**src/rtl/assert_macros.svh**
```systemverilog
// Assertion macros shared by the RTL. Define NO_ASSERTIONS to compile them out.
`ifndef ASSERT_MACROS_SVH
`define ASSERT_MACROS_SVH

`ifndef NO_ASSERTIONS

// Property that must hold at every clock edge outside reset.
`define ASSERT_ALWAYS(lbl, clk, rst_n, expr) \
    lbl: assert property (@(posedge clk) disable iff (!(rst_n)) (expr)) \
        else $error("assertion failed: lbl");

// Consequent must hold in the clock cycle after the antecedent.
`define ASSERT_NEXT(lbl, clk, rst_n, ante, cons) \
    lbl: assert property (@(posedge clk) disable iff (!(rst_n)) (ante) |=> (cons)) \
        else $error("assertion failed: lbl");

`else

`define ASSERT_ALWAYS(lbl, clk, rst_n, expr)
`define ASSERT_NEXT(lbl, clk, rst_n, ante, cons)

`endif

`endif

```
**src/rtl/bdeq_pkg.sv**
```systemverilog
package bdeq_pkg;

    // Ring depth and the widths that follow from it.
    localparam int DEPTH = 16;
    localparam int IDX_W = $clog2(DEPTH);
    localparam int CNT_W = $clog2(DEPTH + 1);
    localparam int SUM_W = CNT_W + 1;

    // Command codes; the two remaining codes are no-ops.
    typedef enum logic [2:0] {
        CMD_PUSH_FRONT = 3'd0,
        CMD_PUSH_BACK  = 3'd1,
        CMD_POP_FRONT  = 3'd2,
        CMD_POP_BACK   = 3'd3,
        CMD_PEEK_FRONT = 3'd4,
        CMD_PEEK_BACK  = 3'd5
    } t_cmd;

    // Result status codes.
    typedef enum logic [1:0] {
        STAT_OK    = 2'd0,
        STAT_EMPTY = 2'd1,
        STAT_FULL  = 2'd2
    } t_status;

    // Request and result payloads.
    typedef struct packed {
        logic [2:0]         cmd;
        logic signed [31:0] data_in;
    } t_req;

    typedef struct packed {
        logic [1:0]         status;
        logic signed [31:0] data_out;
        logic [4:0]         item_count;
    } t_rsp;

    // Commands from the controller to the datapath.
    typedef struct packed {
        logic load;
        logic exec;
    } t_dp_ctrl;

    // Controller states.
    typedef enum logic [1:0] {
        ST_IDLE,
        ST_EXEC,
        ST_RESP
    } t_state;

endpackage

```
**src/rtl/bdeq_ctrl.sv**
```systemverilog
`include "assert_macros.svh"

module bdeq_ctrl (
    input  logic               i_clk,
    input  logic               i_rst_n,
    input  logic               start,
    output logic               busy,
    output logic               o_done,
    output bdeq_pkg::t_dp_ctrl o_ctrl
);
    import bdeq_pkg::*;

    t_state r_state;
    t_state n_state;

    // State register.
    always_ff @(posedge i_clk) begin
        if (!i_rst_n) begin
            r_state <= ST_IDLE;
        end else begin
            r_state <= n_state;
        end
    end

    // Next state: take a request, execute it, then present the result.
    always_comb begin
        n_state = r_state;
        case (r_state)
            ST_IDLE: begin
                if (start) begin
                    n_state = ST_EXEC;
                end
            end
            ST_EXEC: begin
                n_state = ST_RESP;
            end
            ST_RESP: begin
                n_state = ST_IDLE;
            end
            default: begin
                n_state = ST_IDLE;
            end
        endcase
    end

    // Outputs decoded from the state.
    always_comb begin
        busy        = 1'b1;
        o_done      = 1'b0;
        o_ctrl.load = 1'b0;
        o_ctrl.exec = 1'b0;
        case (r_state)
            ST_IDLE: begin
                busy        = 1'b0;
                o_ctrl.load = start;
            end
            ST_EXEC: begin
                o_ctrl.exec = 1'b1;
            end
            ST_RESP: begin
                o_done = 1'b1;
            end
            default: begin
                busy = 1'b1;
            end
        endcase
    end

    `ASSERT_NEXT(a_accept_goes_busy, i_clk, i_rst_n, start && !busy, busy && !o_done)
    `ASSERT_NEXT(a_exec_then_done, i_clk, i_rst_n, o_ctrl.exec, o_done)
    `ASSERT_NEXT(a_done_then_idle, i_clk, i_rst_n, o_done, !busy && !o_done)

endmodule

```
**src/rtl/bdeq_datapath.sv**
```systemverilog
`include "assert_macros.svh"

module bdeq_datapath (
    input  logic               i_clk,
    input  logic               i_rst_n,
    input  bdeq_pkg::t_dp_ctrl i_ctrl,
    input  bdeq_pkg::t_req     i_req,
    output bdeq_pkg::t_rsp     o_rsp
);
    import bdeq_pkg::*;

    // Slot memory; it is read on every execute, but only slots that a push wrote reach the result.
    logic signed [31:0] mem [DEPTH];

    // Latched request.
    logic [2:0]         r_cmd;
    logic signed [31:0] r_data;

    // Queue state and result registers.
    logic [IDX_W-1:0]   r_front;
    logic [IDX_W-1:0]   n_front;
    logic [CNT_W-1:0]   r_count;
    logic [CNT_W-1:0]   n_count;
    t_status            r_status;
    t_status            n_status;
    logic               r_rd_ok;
    logic               n_rd_ok;
    logic signed [31:0] r_rd_data;

    logic               full;
    logic               empty;
    logic               wr_en;
    logic [IDX_W-1:0]   wr_addr;
    logic [IDX_W-1:0]   rd_addr;
    logic [IDX_W-1:0]   front_dec;
    logic [IDX_W-1:0]   front_inc;
    logic [IDX_W-1:0]   tail_slot;
    logic [IDX_W-1:0]   back_slot;
    logic [SUM_W-1:0]   tail_sum;
    logic [SUM_W-1:0]   back_sum;

    // Ring arithmetic with wrap at the depth.
    always_comb begin
        full      = (r_count == CNT_W'(DEPTH));
        empty     = (r_count == '0);
        front_dec = (r_front == '0) ? IDX_W'(DEPTH - 1) : r_front - 1'b1;
        front_inc = (r_front == IDX_W'(DEPTH - 1)) ? '0 : r_front + 1'b1;
        tail_sum  = SUM_W'(r_front) + SUM_W'(r_count);
        back_sum  = tail_sum - 1'b1;
        tail_slot = (tail_sum >= SUM_W'(DEPTH)) ? IDX_W'(tail_sum - SUM_W'(DEPTH))
                                                 : IDX_W'(tail_sum);
        back_slot = (back_sum >= SUM_W'(DEPTH)) ? IDX_W'(back_sum - SUM_W'(DEPTH))
                                                 : IDX_W'(back_sum);
    end

    // Command decode for the execute cycle.
    always_comb begin
        n_front  = r_front;
        n_count  = r_count;
        n_status = STAT_OK;
        n_rd_ok  = 1'b0;
        wr_en    = 1'b0;
        wr_addr  = tail_slot;
        rd_addr  = r_front;
        case (r_cmd)
            CMD_PUSH_FRONT: begin
                if (full) begin
                    n_status = STAT_FULL;
                end else begin
                    wr_en   = 1'b1;
                    wr_addr = front_dec;
                    n_front = front_dec;
                    n_count = r_count + 1'b1;
                end
            end
            CMD_PUSH_BACK: begin
                if (full) begin
                    n_status = STAT_FULL;
                end else begin
                    wr_en   = 1'b1;
                    n_count = r_count + 1'b1;
                end
            end
            CMD_POP_FRONT: begin
                if (empty) begin
                    n_status = STAT_EMPTY;
                end else begin
                    n_rd_ok = 1'b1;
                    n_front = front_inc;
                    n_count = r_count - 1'b1;
                end
            end
            CMD_POP_BACK: begin
                if (empty) begin
                    n_status = STAT_EMPTY;
                end else begin
                    n_rd_ok = 1'b1;
                    rd_addr = back_slot;
                    n_count = r_count - 1'b1;
                end
            end
            CMD_PEEK_FRONT: begin
                if (empty) begin
                    n_status = STAT_EMPTY;
                end else begin
                    n_rd_ok = 1'b1;
                end
            end
            CMD_PEEK_BACK: begin
                if (empty) begin
                    n_status = STAT_EMPTY;
                end else begin
                    n_rd_ok = 1'b1;
                    rd_addr = back_slot;
                end
            end
            default: begin
                n_status = STAT_OK;
            end
        endcase
    end

    // Request capture.
    always_ff @(posedge i_clk) begin
        if (i_ctrl.load) begin
            r_cmd  <= i_req.cmd;
            r_data <= i_req.data_in;
        end
    end

    // Queue pointers and result status.
    always_ff @(posedge i_clk) begin
        if (!i_rst_n) begin
            r_front  <= '0;
            r_count  <= '0;
            r_status <= STAT_OK;
            r_rd_ok  <= 1'b0;
        end else if (i_ctrl.exec) begin
            r_front  <= n_front;
            r_count  <= n_count;
            r_status <= n_status;
            r_rd_ok  <= n_rd_ok;
        end
    end

    // Slot memory with registered read.
    always_ff @(posedge i_clk) begin
        if (i_ctrl.exec && wr_en) begin
            mem[wr_addr] <= r_data;
        end
        if (i_ctrl.exec) begin
            r_rd_data <= mem[rd_addr];
        end
    end

    // Result fields.
    always_comb begin
        o_rsp.status     = r_status;
        o_rsp.data_out   = r_rd_ok ? r_rd_data : '0;
        o_rsp.item_count = 5'(r_count);
    end

    `ASSERT_ALWAYS(a_count_bound, i_clk, i_rst_n, r_count <= CNT_W'(DEPTH))
    `ASSERT_ALWAYS(a_front_bound, i_clk, i_rst_n, r_front <= IDX_W'(DEPTH - 1))
    `ASSERT_NEXT(a_hold_when_idle, i_clk, i_rst_n, !i_ctrl.exec, $stable(r_count) && $stable(r_front))

endmodule

```
**src/rtl/bounded_double_ended_queue.sv**
```systemverilog
// A request accepted at a clock edge passes through the execute state and yields its result in the response state.
// The block takes no new request until the last result is presented; the controller takes the
// request in idle, executes it with a registered slot read, and then presents the result.
// The receiver cannot stall: the result stands for exactly one cycle with o_done high.
// Synchronous active-low reset empties the queue and returns the controller to idle.
module bounded_double_ended_queue (
    input  logic             i_clk,
    input  logic             i_rst_n,
    input  logic             start,
    output logic             busy,
    input  bdeq_pkg::t_req   i_req,
    output logic             o_done,
    output bdeq_pkg::t_rsp   o_rsp
);
    import bdeq_pkg::*;

    t_dp_ctrl dp_ctrl;

    // Sequencing of each request.
    bdeq_ctrl u_ctrl (
        .i_clk   (i_clk),
        .i_rst_n (i_rst_n),
        .start   (start),
        .busy    (busy),
        .o_done  (o_done),
        .o_ctrl  (dp_ctrl)
    );

    // Ring store, pointers and result registers.
    bdeq_datapath u_datapath (
        .i_clk   (i_clk),
        .i_rst_n (i_rst_n),
        .i_ctrl  (dp_ctrl),
        .i_req   (i_req),
        .o_rsp   (o_rsp)
    );

endmodule

```
**config.mk**
```make
export PLATFORM = sky130hd
export DESIGN_NAME = bounded_double_ended_queue
export DESIGN_NICKNAME = d
export VERILOG_FILES = /design/src/rtl/bdeq_pkg.sv /design/src/rtl/bdeq_ctrl.sv /design/src/rtl/bdeq_datapath.sv /design/src/rtl/bounded_double_ended_queue.sv
export VERILOG_INCLUDE_DIRS = /design/src /design/src/rtl
export SDC_FILE = /design/constraint.sdc
export NUM_CORES = 1
export LEC_CHECK = 0
export ABC_AREA = 1
export BUFFER_PORTS_ARGS = -buffer_cell sky130_fd_sc_hd__buf_4
export CELL_PAD_IN_SITES_DETAIL_PLACEMENT = 2
export CELL_PAD_IN_SITES_GLOBAL_PLACEMENT = 2
export CORE_MARGIN = 3
export CORE_UTILIZATION = 45
export CTS_CLUSTER_SIZE = 25
export DETAILED_ROUTE_END_ITERATION = 12
export HOLD_SLACK_MARGIN = 0.05
export PLACE_DENSITY_LB_ADDON = 0.12
export SLEW_MARGIN = 5
export SYNTH_ARGS = -nofsm -noshare
export SYNTH_HDL_FRONTEND = slang
export SYNTH_HIERARCHICAL = 1
export SYNTH_SLANG_ARGS = --single-unit
export TNS_END_PERCENT = 1
```
**constraint.sdc**
```tcl
create_clock -name i_clk -period 7.81 [get_ports i_clk]
set_clock_uncertainty 0.1 [all_clocks]
set_input_delay 0.781 -clock i_clk [delete_from_list [all_inputs] [get_ports i_clk]]
set_output_delay 0.781 -clock i_clk [all_outputs]
set_load 0.005 [all_outputs]
```
* Word-level counts from Yosys, hierarchy flattened *
Memory sizes are Yosys's and may differ from the RTL's. A register that Yosys moved wholly into a read port is not among the register bits.
Cells that the tools add are included.
W data, S select, Z words.

cells by class
  equality and inequality tests = 14
  $lt $le $gt $ge = 2
  add/subtract/negate cells = 8
  reductions and logical operators = 13
  mux-type cells = 30

operator list
  operator               number
  $mux W4                10
  $mux W32               1
  $ge A6 B5 Y1 const B   2
  $sub A4 B1 Y4 const B  3
  $mux W1                11
  $mux W5                2
  $ne A2 B2 Y1 const B   5
  $pmux W5 S2            1
  $pmux W2 S2            2
  $pmux W4 S2            1
  $reduce_and A4 Y1      2
  $add A4 B5 Y6          1
  $eq A3 B2 Y1 const B   2
  $eq A3 B3 Y1 const B   2
  $reduce_or A2 Y1       3
  $sub A6 B1 Y6 const B  1
  $add A5 B1 Y5 const B  1
  $eq A5 B5 Y1 const B   1
  $logic_not A5 Y1       1
  $sub A5 B1 Y5 const B  1
  $add A4 B1 Y4 const B  1
  $eq A4 B4 Y1 const B   1
  $logic_not A4 Y1       1
  $mux W2                2
  8 further kinds        9

storage, ports and cells
  memories = 1
  logic and storage cells = 75
  bits in registers = 49
  bits in writable memories = 512
  output and inout port bits = 41
  input port bits = 38

memory list
  memory          words  width  read ports  clocked after memory_dff  wr ports  line                 RTL
  u_datapath.mem  16     32     1           1                         1         bdeq_datapath.sv:13  logic signed [31:0] mem [DEPTH];

* Logic depth before layout (Yosys ltp) *
Gate-level depths: netlist of run 1.

  depth in word-level cells = 6
  mapped depth = 13
  depth with buffers taken out = 12

* Cells and area by module *
The synthesis of run 1 kept the hierarchy.

modules (own cells, without submodules)
  module         area each (um^2)  seq. area each (um^2)  times used  cells an instance
  bdeq_datapath  25884.8           17626.9                1           2370
  bdeq_ctrl      102.6             40.0                   1           14

* Worst setup path after synthesis of run 1 *
OpenSTA, ideal clock, no wires.

  path type = reg-to-reg
  from = reg u_ctrl.r_state[0]
  to = mem u_datapath.mem[13][0], enable pin
  data arrival time = 3212 ps
  cell stages (with the launch flop) = 9
  path slack = 4077 ps
  required time = 7289 ps
  buffers on the path = 2
  path through = dfxtp_1 -> inv_1 -> nor2_1 -> buf_4 -> clkbuf_1 -> inv_1 -> nor4_1 -> nand3_1 -> nor2_1

RTL lines
  element                 line                 RTL
  from (decl)             bdeq_ctrl.sv:13      t_state r_state;
  from (signal assigned)  bdeq_ctrl.sv:21      r_state <= n_state;
  to (decl)               bdeq_datapath.sv:13

* Final worst setup path of run 1 *
  from = reg u_datapath.r_front[0]
  to = reg u_datapath.r_rd_data[8], read port of u_datapath.mem, data pin

between the ends
  longest elaborated chain between the ends = 6
  elaborated cells on any way between the ends = 7
  classes of those cells = 3 x add/sub; 1 x order compare; 3 x mux

RTL lines
  element                                               line                                       RTL
  from (decl)                                           bdeq_datapath.sv:20                        logic [IDX_W-1:0] r_front;
  from (signal assigned)                                bdeq_datapath.sv:139                       r_front <= n_front;
  $add A4 B5 Y6                                         bdeq_datapath.sv:48                        tail_sum = SUM_W'(r_front) + SUM_W'(r_count);
  $sub A6 B1 Y6                                         bdeq_datapath.sv:49                        back_sum = tail_sum - 1'b1;
  $ge A6 B5 Y1 / $sub A4 B1 Y4 (equally long branches)  bdeq_datapath.sv:52                        back_slot = (back_sum >= SUM_W'(DEPTH)) ? IDX_W'(back_sum - SUM_W'(DEPTH))
  $mux W4                                               bdeq_datapath.sv:52
  $mux W4                                               bdeq_datapath.sv:94, bdeq_datapath.sv:110
  $mux W4 *                                             --
  to (decl)                                             bdeq_datapath.sv:28                        logic signed [31:0] r_rd_data;

Mark *: on every way between the ends. The rest lies on a longest branch, timed or not.
A chain may end at the register's enable or synchronous reset.

==> metrics.cfg, run 1 <==
[synthesis]
synth_top_area_share_pct=66.9
avgSynthCellArea_um2=10.9
syn_area_um2=26000
synthFlopType=edfxtp_1
synth_edf_count=579
ys.warnings.count=6
async_flop_share_pct=0
synth-seq-cells=593
synth_fp_nets=2433
ys_top_cells_by_area=edfxtp_1 67%, nand3_1 10%, inv_1 6.9%, nand2_1 6.5%, nand3b_1 2.8%
netlist_top_cells_count=579 x edfxtp_1, 529 x nand3_1, 479 x inv_1, 452 x nand2_1, 96 x nand3b_1
syn_inst=2384
yosysMostFrequentCell=edfxtp_1
ys_types=32
yosysSeqAreaShare_pct=68.0
yosysTopAreaCell=edfxtp_1

[timing]
grt_setup_unrepaired=false
finalHoldViolations=0
min_period_ps=4570
clock.fmax_ghz=0.219
min_period_over_period_pct=58.6
maxSlewHeadroom_pct=12.2
setup_viol=0
worst_pin_slew_ps=1320
drv_slew=0
tns_ps=0

[power]
p_per_area_nw_per_um2=249
p_sw_share_pct=24.2
sequentialPowerShare_pct=49.5
intPower_uw=5540
pwr-share-clk_pct=42.8
ir_worst_vdd_mv=0.181
switchingPower_uw=1770
leakagePower_uw=0.0121
pwr-share-comb_pct=7.8

[floorplanning]
die_area_um2=60700
num_rows=87
initial_core_util_pct=45.8
die_y_um=246
die_width_um=246
io_pins=79
core_um2=56700

[job]
maxCapViolCount=0

[drt]
vias=18669
routedWlPerCell_um=28.5
drt_wl_total_mm=92.5
drt-pass1-iter-count=5
antenna_left=0
drc_errors=0
vias_per_cell=5.76
drtIter0Drc=1645

[layout]
antenna_cells=0
design_area_um2=29300
fillers=5638
drive_gt1_share_pct=9.61
nNetsFinal=2484
syn2layout_area_growth_pct=12.9

[placed_design]
dp_hpwl_mm=49.1
placed_area_um2=27200
gp_congestion=0.740
numPortBuffers=78

[clock_tree]
cts_buffer_depth=3
clock-sinks=593
cts-root-buf=clkbuf_16
htreeDepth=3
clkTransAtPathRegs_ps=60
cts-resized-gates=0
cts_tree=built
cts_made_buffers=67
hold_buffers=0
cts_setup_buffers=0
clock_latency_ps=600

[global_routing]
grt_max_degree=125
first_global_vias=21049
antenna_found_initial=2
grt_pass1_wl_mm=136
grt_usage_pct=30.7
grt-ovfl-total=0

[setup_path]
path_max_fanout=124
cp_data_required_time_ps=8060
start_kind=flop
end_kind=flop
arrival_ps=4820
critPathKind=reg -> reg

[run_status]
status=completed

[worst_hold_path]
hold_class=in -> reg

[layer usage]
metal,share of wire (%),global-route usage [%],wire [um]
met1,40,37.7,37000
met2,51,54.8,47300
met3,5.1,4.54,4690
met5,0,0,0
met4,3.8,11.8,3530
[registers in the layout (all words and copies together), names as in the netlist]
signal and count:
u_ctrl/r_state 2, u_datapath/mem 512, u_datapath/r_cmd 3, u_datapath/r_count 5, u_datapath/r_data 32, u_datapath/r_front 4
u_datapath/r_rd_data 32, u_datapath/r_rd_ok 1, u_datapath/r_status 2
[critical path, stage by stage (launching register included)]
cell and delay [ps]:
dfxtp_1 480, ha_1 360, inv_1 170, nand3_4 600
nand2_8 980, buf_4 770, nand2_1 170, nand3_1 170
nand3_1 140, nand3_1 110, nand2_1 80
[through the flow]
stage          instances  power (uW)  util (%)  hold WS, ps  setup WS (ps)
2_1_floorplan       2384        4000         -          358           4080
3_3_place_gp        3122        4200      48.0          366           3590
3_5_place_dp        3122        4240      48.0          384           3360
4_1_cts             3243        7370      51.7          215           3260
5_1_grt             3243        7530      51.7          224           3030
6_report            3243        7320      51.7          254           3240
[layout by cell type (no fill, tap or decap), types with 3 or more instances in the layout]
master / n
nand2_2: 3
ha_1: 9
bufinv_16: 4
buf_4: 109
dfxtp_1: 13
clkbuf_16: 73
xnor2_1: 5
clkinv_1: 14
nand3b_1: 96
a21oi_1: 15
inv_2: 3
clkinv_2: 10
inv_1: 478
nand2_1: 452
nor2_1: 6
edfxtp_1: 579
nand2_4: 4
nor2_4: 18
nand3_1: 529
o21ai_0: 21
clkbuf_1: 19
xor2_1: 3
nor2_2: 3
[worst paths after layout]
path / from / to / slack [ps] / depth (start not counted)
worst min-delay path: i_req[27] / u_datapath/r_data[27]$_DFFE_PP_ / 250 / 1
worst max-delay path: u_datapath/r_front[0]$_SDFFE_PN0P_ / u_datapath/r_rd_data[8]$_DFFE_PP_ / 3240 / 10
worst min register to register: u_datapath/r_count[4]$_SDFFE_PN0P_ / u_datapath/r_count[4]$_SDFFE_PN0P_ / 400 / 1
worst max register to register: u_datapath/r_front[0]$_SDFFE_PN0P_ / u_datapath/r_rd_data[8]$_DFFE_PP_ / 3240 / 10
[final cells by class]
cell class	instances	area [um2]	share of cell area (%)
sequential	593	17700	60.2
multi-input combinational	1182	5960	20.3
clock buffer	93	1910	6.52
inverter	482	1810	6.18
tap	756	946	3.22
timing repair buffer	109	818	2.79
clock inverter	28	223	0.759
[cells by family after synthesis]
family	count (synthesis)	share of synthesized area (%)
adder cells (fa/ha/maj)	11	0.587
buffers and inverters	609	9.84
AO/OA/AOI/OAI	42	0.847
AND/OR/NAND/NOR	1121	20.5
XOR/XNOR	8	0.270
flip-flops	593	68.0
[power by group through the flow]
stage / Clock [uW] / Combinational [uW] / Sequential [uW]
2_1_floorplan: 0 / 355 / 3650
3_3_place_gp: 0 / 523 / 3680
3_5_place_dp: 0 / 555 / 3680
4_1_cts: 3180 / 570 / 3620
5_1_grt: 3290 / 618 / 3620
6_report: 3130 / 569 / 3620
No activity file was read; power rests on OpenSTA's default activity.
==> run 2, diff against run 1 <==
--- a/config.mk
+++ b/config.mk
@@ -6,12 +6,12 @@
 export SDC_FILE = /design/constraint.sdc
 export NUM_CORES = 1
 export LEC_CHECK = 0
-export ABC_AREA = 1
+export ABC_AREA = 0
 export BUFFER_PORTS_ARGS = -buffer_cell sky130_fd_sc_hd__buf_4
 export CELL_PAD_IN_SITES_DETAIL_PLACEMENT = 2
 export CELL_PAD_IN_SITES_GLOBAL_PLACEMENT = 2
 export CORE_MARGIN = 3
-export CORE_UTILIZATION = 45
+export CORE_UTILIZATION = 41
 export CTS_CLUSTER_SIZE = 25
 export DETAILED_ROUTE_END_ITERATION = 12
 export HOLD_SLACK_MARGIN = 0.05
==> constraint.sdc (replaced) <==
create_clock -name i_clk -period 4 [get_ports i_clk]
set_clock_uncertainty 0.1 [all_clocks]
set_input_delay 0.4 -clock i_clk [delete_from_list [all_inputs] [get_ports i_clk]]
set_output_delay 0.4 -clock i_clk [all_outputs]
set_load 0.005 [all_outputs]
==> metrics.cfg, run 2 <==
[placed_design]
dp_hpwl_mm=39.5
placed_area_um2=25300
gp_congestion=0.749
placed_cells=2380
dp_slack_ps=395
numPortBuffers=78

[setup_path]
start_kind=flop
arrival_ps=4020
path_max_fanout=45
cp_data_required_time_ps=4360
worst_r2r_path_depth=11
critPathKind=reg -> reg
end_kind=flop

[layout]
fillers=5231
layout_common_cells=579 x edfxtp_1, 391 x nand2_1, 132 x a21oi_1, 123 x buf_4, 68 x clkbuf_16
seqCellArea_um2=17700
multiInputGateArea_um2=5190
antenna_cells=0
syn2layout_area_growth_pct=19.6
top_regs=u_datapath/mem x512, u_datapath/r_data x32, u_datapath/r_rd_data x32
instances_no_fill=2536
design_area_um2=27800
largest_reg_flops=512
nNetsFinal=1786
drive_gt1_share_pct=15.5
final_common_cell=edfxtp_1
top_register=u_datapath/mem

[global_routing]
grtUsageMet2_pct=41.4
grt_usage_pct=23.8
grt.met3_usage_pct=3.43
antenna_found_initial=0
first_global_vias=16353
top_usage_layer=met2
grtUsageMet1_pct=31.1
grt_pass1_wl_mm=106
grt-ovfl-total=0
grt_max_degree=87

[synthesis]
yosysTopAreaCell=edfxtp_1
synth_top_area_share_pct=74.9
synth_xor_area_share_pct=0.555
synth-seq-cells=593
synth_top_family_by_area=compound AO/OA/AOI/OAI gates
ys.warnings.count=6
synth_fa_ha_area_share_pct=0.657
synth_simple_gate_area_share_pct=8.75
synthMuxAreaShare_pct=0.593
synth_compound_area_share_pct=11.0
async_flop_share_pct=0
synthFlopType=edfxtp_1
synth_edf_count=579
yosysMostFrequentCell=edfxtp_1
ys_top_cells_by_area=edfxtp_1 75%, nand2_1 6.3%, a21oi_1 2.8%, a32o_1 2.7%, a32oi_1 2.3%
syn_inst=1587
syn_area_um2=23200
yosysSeqAreaShare_pct=76.1
avgSynthCellArea_um2=14.6
synth_fp_nets=1636
ys_types=51
netlist_top_cells_count=579 x edfxtp_1, 391 x nand2_1, 132 x a21oi_1, 62 x a32o_1, 62 x a32oi_1

[timing]
setup_viol=0
drv_slew=0
hold_slack_ps=387
grt_setup_unrepaired=false
min_period_over_period_pct=91.4
worst_pin_slew_ps=964
setup_ws_ps=346
min_period_ps=3650
finalHoldViolations=0
tns_ps=0
maxSlewHeadroom_pct=35.2
clock.fmax_ghz=0.274

[clock_tree]
hold_buffers=37
clkTransAtPathRegs_ps=60
cts_buffer_depth=3
cts-root-buf=clkbuf_16
cts_made_buffers=66
cts_setup_buffers=0
cts-resized-gates=0
htreeDepth=3
cts_tree=built
clock_latency_ps=600
clock-sinks=593

[floorplanning]
num_rows=86
io_pins=79
die_area_um2=59500
die_y_um=244
initial_core_util_pct=41.8
core_um2=55500
die_width_um=244

[drt]
drc_errors=0
routedWlPerCell_um=27.6
drt-pass1-iter-count=5
drt_wl_total_mm=70.1
antenna_left=0
vias=14412
drtIter0Drc=1062
vias_per_cell=5.68

[worst_hold_path]
hold_class=reg -> reg
hold_depth=2

[power]
p_per_area_nw_per_um2=501
leakagePower_uw=0.00952
ir_worst_vdd_mv=0.349

[job]
maxCapViolCount=0

[run_status]
status=completed

-- run 2: final cells by class --
type | instances | share of cell area (%)
Sequential cell | 593 | 63.6
Multi-Input combinational cell | 878 | 18.7
Clock buffer | 85 | 6.46
Timing Repair Buffer | 185 | 6.46
Tap cell | 748 | 3.37
Clock inverter | 34 | 1.23
Inverter | 13 | 0.176
-- run 2: metal layers --
metal  part of all wire [%]  wire length (um)  vias up
met1                     43             30100     7622
met4                    2.6              1850        0
li1                       -                 -     6370
met3                    3.5              2440      116
met5                      0                 0        -
met2                     51             35600      304
-- run 2: path summary, 6_finish.rpt --
check,startpoint,end,slack (ps)
setup / recovery,u_datapath/r_front[0]$_SDFFE_PN0P_,u_datapath/r_rd_data[21]$_DFFE_PP_,350
hold reg to reg,u_datapath/r_status[0]$_SDFFE_PN0P_,u_datapath/r_status[0]$_SDFFE_PN0P_,390
hold / removal,u_datapath/r_status[0]$_SDFFE_PN0P_,u_datapath/r_status[0]$_SDFFE_PN0P_,390
setup reg to reg,u_datapath/r_front[0]$_SDFFE_PN0P_,u_datapath/r_rd_data[21]$_DFFE_PP_,350
-- run 2: kinds of logic after synthesis --
group / Yosys count
flip-flops: 593
AND/OR/NAND/NOR: 491
AO/OA/AOI/OAI: 351
buffers and inverters: 116
XOR/XNOR: 13
multiplexers: 12
adder cells (fa/ha/maj): 11
-- run 2: power breakdown --
part | leakage (uW) | switching (uW) | total (uW) | internal, uW
Combinational | 0.00314 | 519 | 850 | 331
Clock | 0.00103 | 2520 | 6040 | 3520
Sequential | 0.00535 | 118 | 7030 | 6920
Total | 0.00952 | 3160 | 13900 | 10800
-- run 2: metrics by stage --
stage / power (uW) / utilization (%)
floorplan: 7610 / -
global placement: 7930 / 45.5
detailed placement: 7980 / 45.5
CTS: 14100 / 50.0
global route: 14400 / 50.0
finish: 13900 / 50.0
-- run 2: worst max-delay path, stage by stage (launching register included) --
cell and delay, ps:
dfxtp_1 400, ha_1 260, fa_1 510, inv_1 60, ha_1 200, xnor2_1 340, mux2_8 520, buf_4 320
nand2_1 90, a32o_1 260, o22ai_1 250, a221o_1 190
==> run 3, diff against run 2 <==
--- a/config.mk
+++ b/config.mk
@@ -11,14 +11,14 @@
 export CELL_PAD_IN_SITES_DETAIL_PLACEMENT = 2
 export CELL_PAD_IN_SITES_GLOBAL_PLACEMENT = 2
 export CORE_MARGIN = 3
-export CORE_UTILIZATION = 41
+export CORE_UTILIZATION = 42
 export CTS_CLUSTER_SIZE = 25
 export DETAILED_ROUTE_END_ITERATION = 12
+export GPL_TIMING_DRIVEN = 1
 export HOLD_SLACK_MARGIN = 0.05
 export PLACE_DENSITY_LB_ADDON = 0.12
 export SLEW_MARGIN = 5
 export SYNTH_ARGS = -nofsm -noshare
 export SYNTH_HDL_FRONTEND = slang
-export SYNTH_HIERARCHICAL = 1
 export SYNTH_SLANG_ARGS = --single-unit
 export TNS_END_PERCENT = 1
==> metrics.cfg, run 3 <==
[setup_path]
critPathKind=reg -> reg
cp-startpoint=u_datapath.r_count[0]$_SDFFE_PN0P_
arrival_ps=4060
crit_end=u_datapath.r_rd_data[5]$_DFFE_PN_
worst_r2r_path_depth=11
start_kind=flop
end_kind=flop
cp_data_required_time_ps=4270
reg2reg_from=u_datapath.r_count[0]$_SDFFE_PN0P_
rrSetupSlack_ps=210
path_max_fanout=32
r2r-end=u_datapath.r_rd_data[5]$_DFFE_PN_

[clock_tree]
clock-sinks=593
htreeDepth=3
clkTransAtPathRegs_ps=60
cts_made_buffers=67
clock_latency_ps=600
cts_tree=built
cts-root-buf=clkbuf_16
cts_buffer_depth=3
cts_setup_buffers=0

[synthesis]
synth-seq-cells=593
synthFlopType=edfxtp_1
ys_top_cells_by_area=edfxtp_1 69%, a222oi_1 6.4%, mux2_2 5.8%, mux2i_1 4.0%, nand2_1 3.1%
yosysTopAreaCell=edfxtp_1
synth_edf_count=579
syn_area_um2=25200
synth_top_family_by_area=compound AO/OA/AOI/OAI gates
netlist_top_cells_count=579 x edfxtp_1, 206 x nand2_1, 160 x a222oi_1, 131 x mux2_2, 101 x mux2i_1
async_flop_share_pct=0
ys_types=48
synth_compound_area_share_pct=11.2
ys.warnings.count=0
yosysMostFrequentCell=edfxtp_1
synth_fa_ha_area_share_pct=0.605
synth_xor_area_share_pct=0.620
synth_fp_nets=1663
syn_inst=1614
avgSynthCellArea_um2=15.6
yosysSeqAreaShare_pct=70.1
synthMuxAreaShare_pct=9.90
synth_top_area_share_pct=68.9
synth_simple_gate_area_share_pct=5.04

[layout]
largest_reg_flops=512
top_register=u_datapath.mem
syn2layout_area_growth_pct=17.5
antenna_cells=0
drive_gt1_share_pct=21.9
final_common_cell=edfxtp_1
fillers=5381
top_regs=u_datapath.mem x512, u_datapath.r_data x32, u_datapath.r_rd_data x32
instances_no_fill=2554
design_area_um2=29600
multiInputGateArea_um2=7090
seqCellArea_um2=17700
nNetsFinal=1781
layout_common_cells=579 x edfxtp_1, 206 x nand2_1, 160 x a222oi_1, 131 x mux2_2, 112 x buf_4

[drt]
vias=15726
drc_errors=0
drt-pass1-iter-count=9
vias_per_cell=6.16
drt_wl_total_mm=74.7
antenna_left=0
drtIter0Drc=1758
routedWlPerCell_um=29.3

[floorplanning]
io_pins=79
core_um2=59200
num_rows=89
die_y_um=251
die_area_um2=63000
die_width_um=251
initial_core_util_pct=42.6

[timing]
min_period_ps=3790
setup_viol=0
worst_pin_slew_ps=971
clock.fmax_ghz=0.264
setup_ws_ps=213
maxSlewHeadroom_pct=35.1
finalHoldViolations=0
tns_ps=0
drv_slew=0
min_period_over_period_pct=94.7
grt_setup_unrepaired=false

[worst_hold_path]
hold_class=reg -> reg

[global_routing]
grt_pass1_wl_mm=112
grt-ovfl-total=0
grt_usage_pct=23.7
antenna_found_initial=0
grt_max_degree=135
first_global_vias=17254

[placed_design]
placed_area_um2=27300
dp_hpwl_mm=41.4
placed_cells=2400
numPortBuffers=78
dp_slack_ps=209
gp_congestion=0.721

[power]
leakagePower_uw=0.0106
ir_worst_vdd_mv=0.370
p_per_area_nw_per_um2=457

[run_status]
status=completed

[job]
maxCapViolCount=0

[run 3: timing repair]
item / CTS / global route
gates resized for setup: 0 / 1
hold endpoints to repair: 49 / 0
hold buffers: 36 / 0
endpoints found under the setup margin: 0 / 1
[run 3: worst min-delay path by stage]
stage	from	to	slack (ps)	cells after the start
detailed placement	u_datapath.r_status[1]$_SDFFE_PN0N_	u_datapath.r_status[1]$_SDFFE_PN0N_	370	2
CTS	i_req[19]	u_datapath.r_data[19]$_DFFE_PP_	380	2
finish	u_datapath.r_status[1]$_SDFFE_PN0N_	u_datapath.r_status[1]$_SDFFE_PN0N_	380	2
global placement	u_datapath.r_status[0]$_SDFFE_PN0N_	u_datapath.r_status[0]$_SDFFE_PN0N_	360	2
global route	i_req[22]	u_datapath.r_data[22]$_DFFE_PP_	390	2
floorplan	u_datapath.r_status[0]$_SDFFE_PN0N_	u_datapath.r_status[0]$_SDFFE_PN0N_	360	2
[run 3: cells by family (layout without fill, tap and decap cells)]
logic type | after synthesis | after routing
flops | 593 | 593
compound gates | 324 | 324
simple gates | 295 | 295
mux | 233 | 233
buf+inv | 145 | 312
xor+xnor | 13 | 13
fa+ha+maj | 11 | 11
[run 3: metrics by stage]
stage / hold slack, ps / power [uW] / util [%]
2_1_floorplan: 357 / 7530 / -
3_3_place_gp: 361 / 7810 / 46.0
5_1_grt: 392 / 14000 / 50.0
3_5_place_dp: 373 / 7850 / 46.0
4_1_cts: 378 / 13700 / 50.0
6_report: 378 / 13500 / 50.0
[run 3: layer usage]
metal  GRT usage [%]  wire (um)  share of wire, %
met1            31.1      31500                42
met2            40.6      37300                50
met3            3.96       3920               5.2
met4            7.06       2000               2.7
met5               0          0                 0
[run 3: critical path: stages (launching register included)]
cell and delay (ps):
dfxtp_1 380, ha_1 260, fa_1 520, inv_1 80, ha_1 200, xor3_1 260, o2111a_4 440, buf_4 430
a222oi_1 170, mux2i_1 200, mux2i_1 120, a222oi_1 390
[run 3: power by group]
| part | switching [uW] | internal, uW | total [uW] |
|---|---|---|---|
| clock | 2440 | 3350 | 5790 |
| sequential | 115 | 6910 | 7030 |
| combinational | 421 | 290 | 711 |
| total | 2980 | 10600 | 13500 |
[run 3: layout make-up]
class	count	share of cell area [%]
Inverter	14	0.177
Multi-Input combinational cell	876	23.9
Clock buffer	88	6.07
Timing Repair Buffer	180	6.19
Clock inverter	30	0.722
Sequential cell	593	59.6
Tap cell	773	3.26
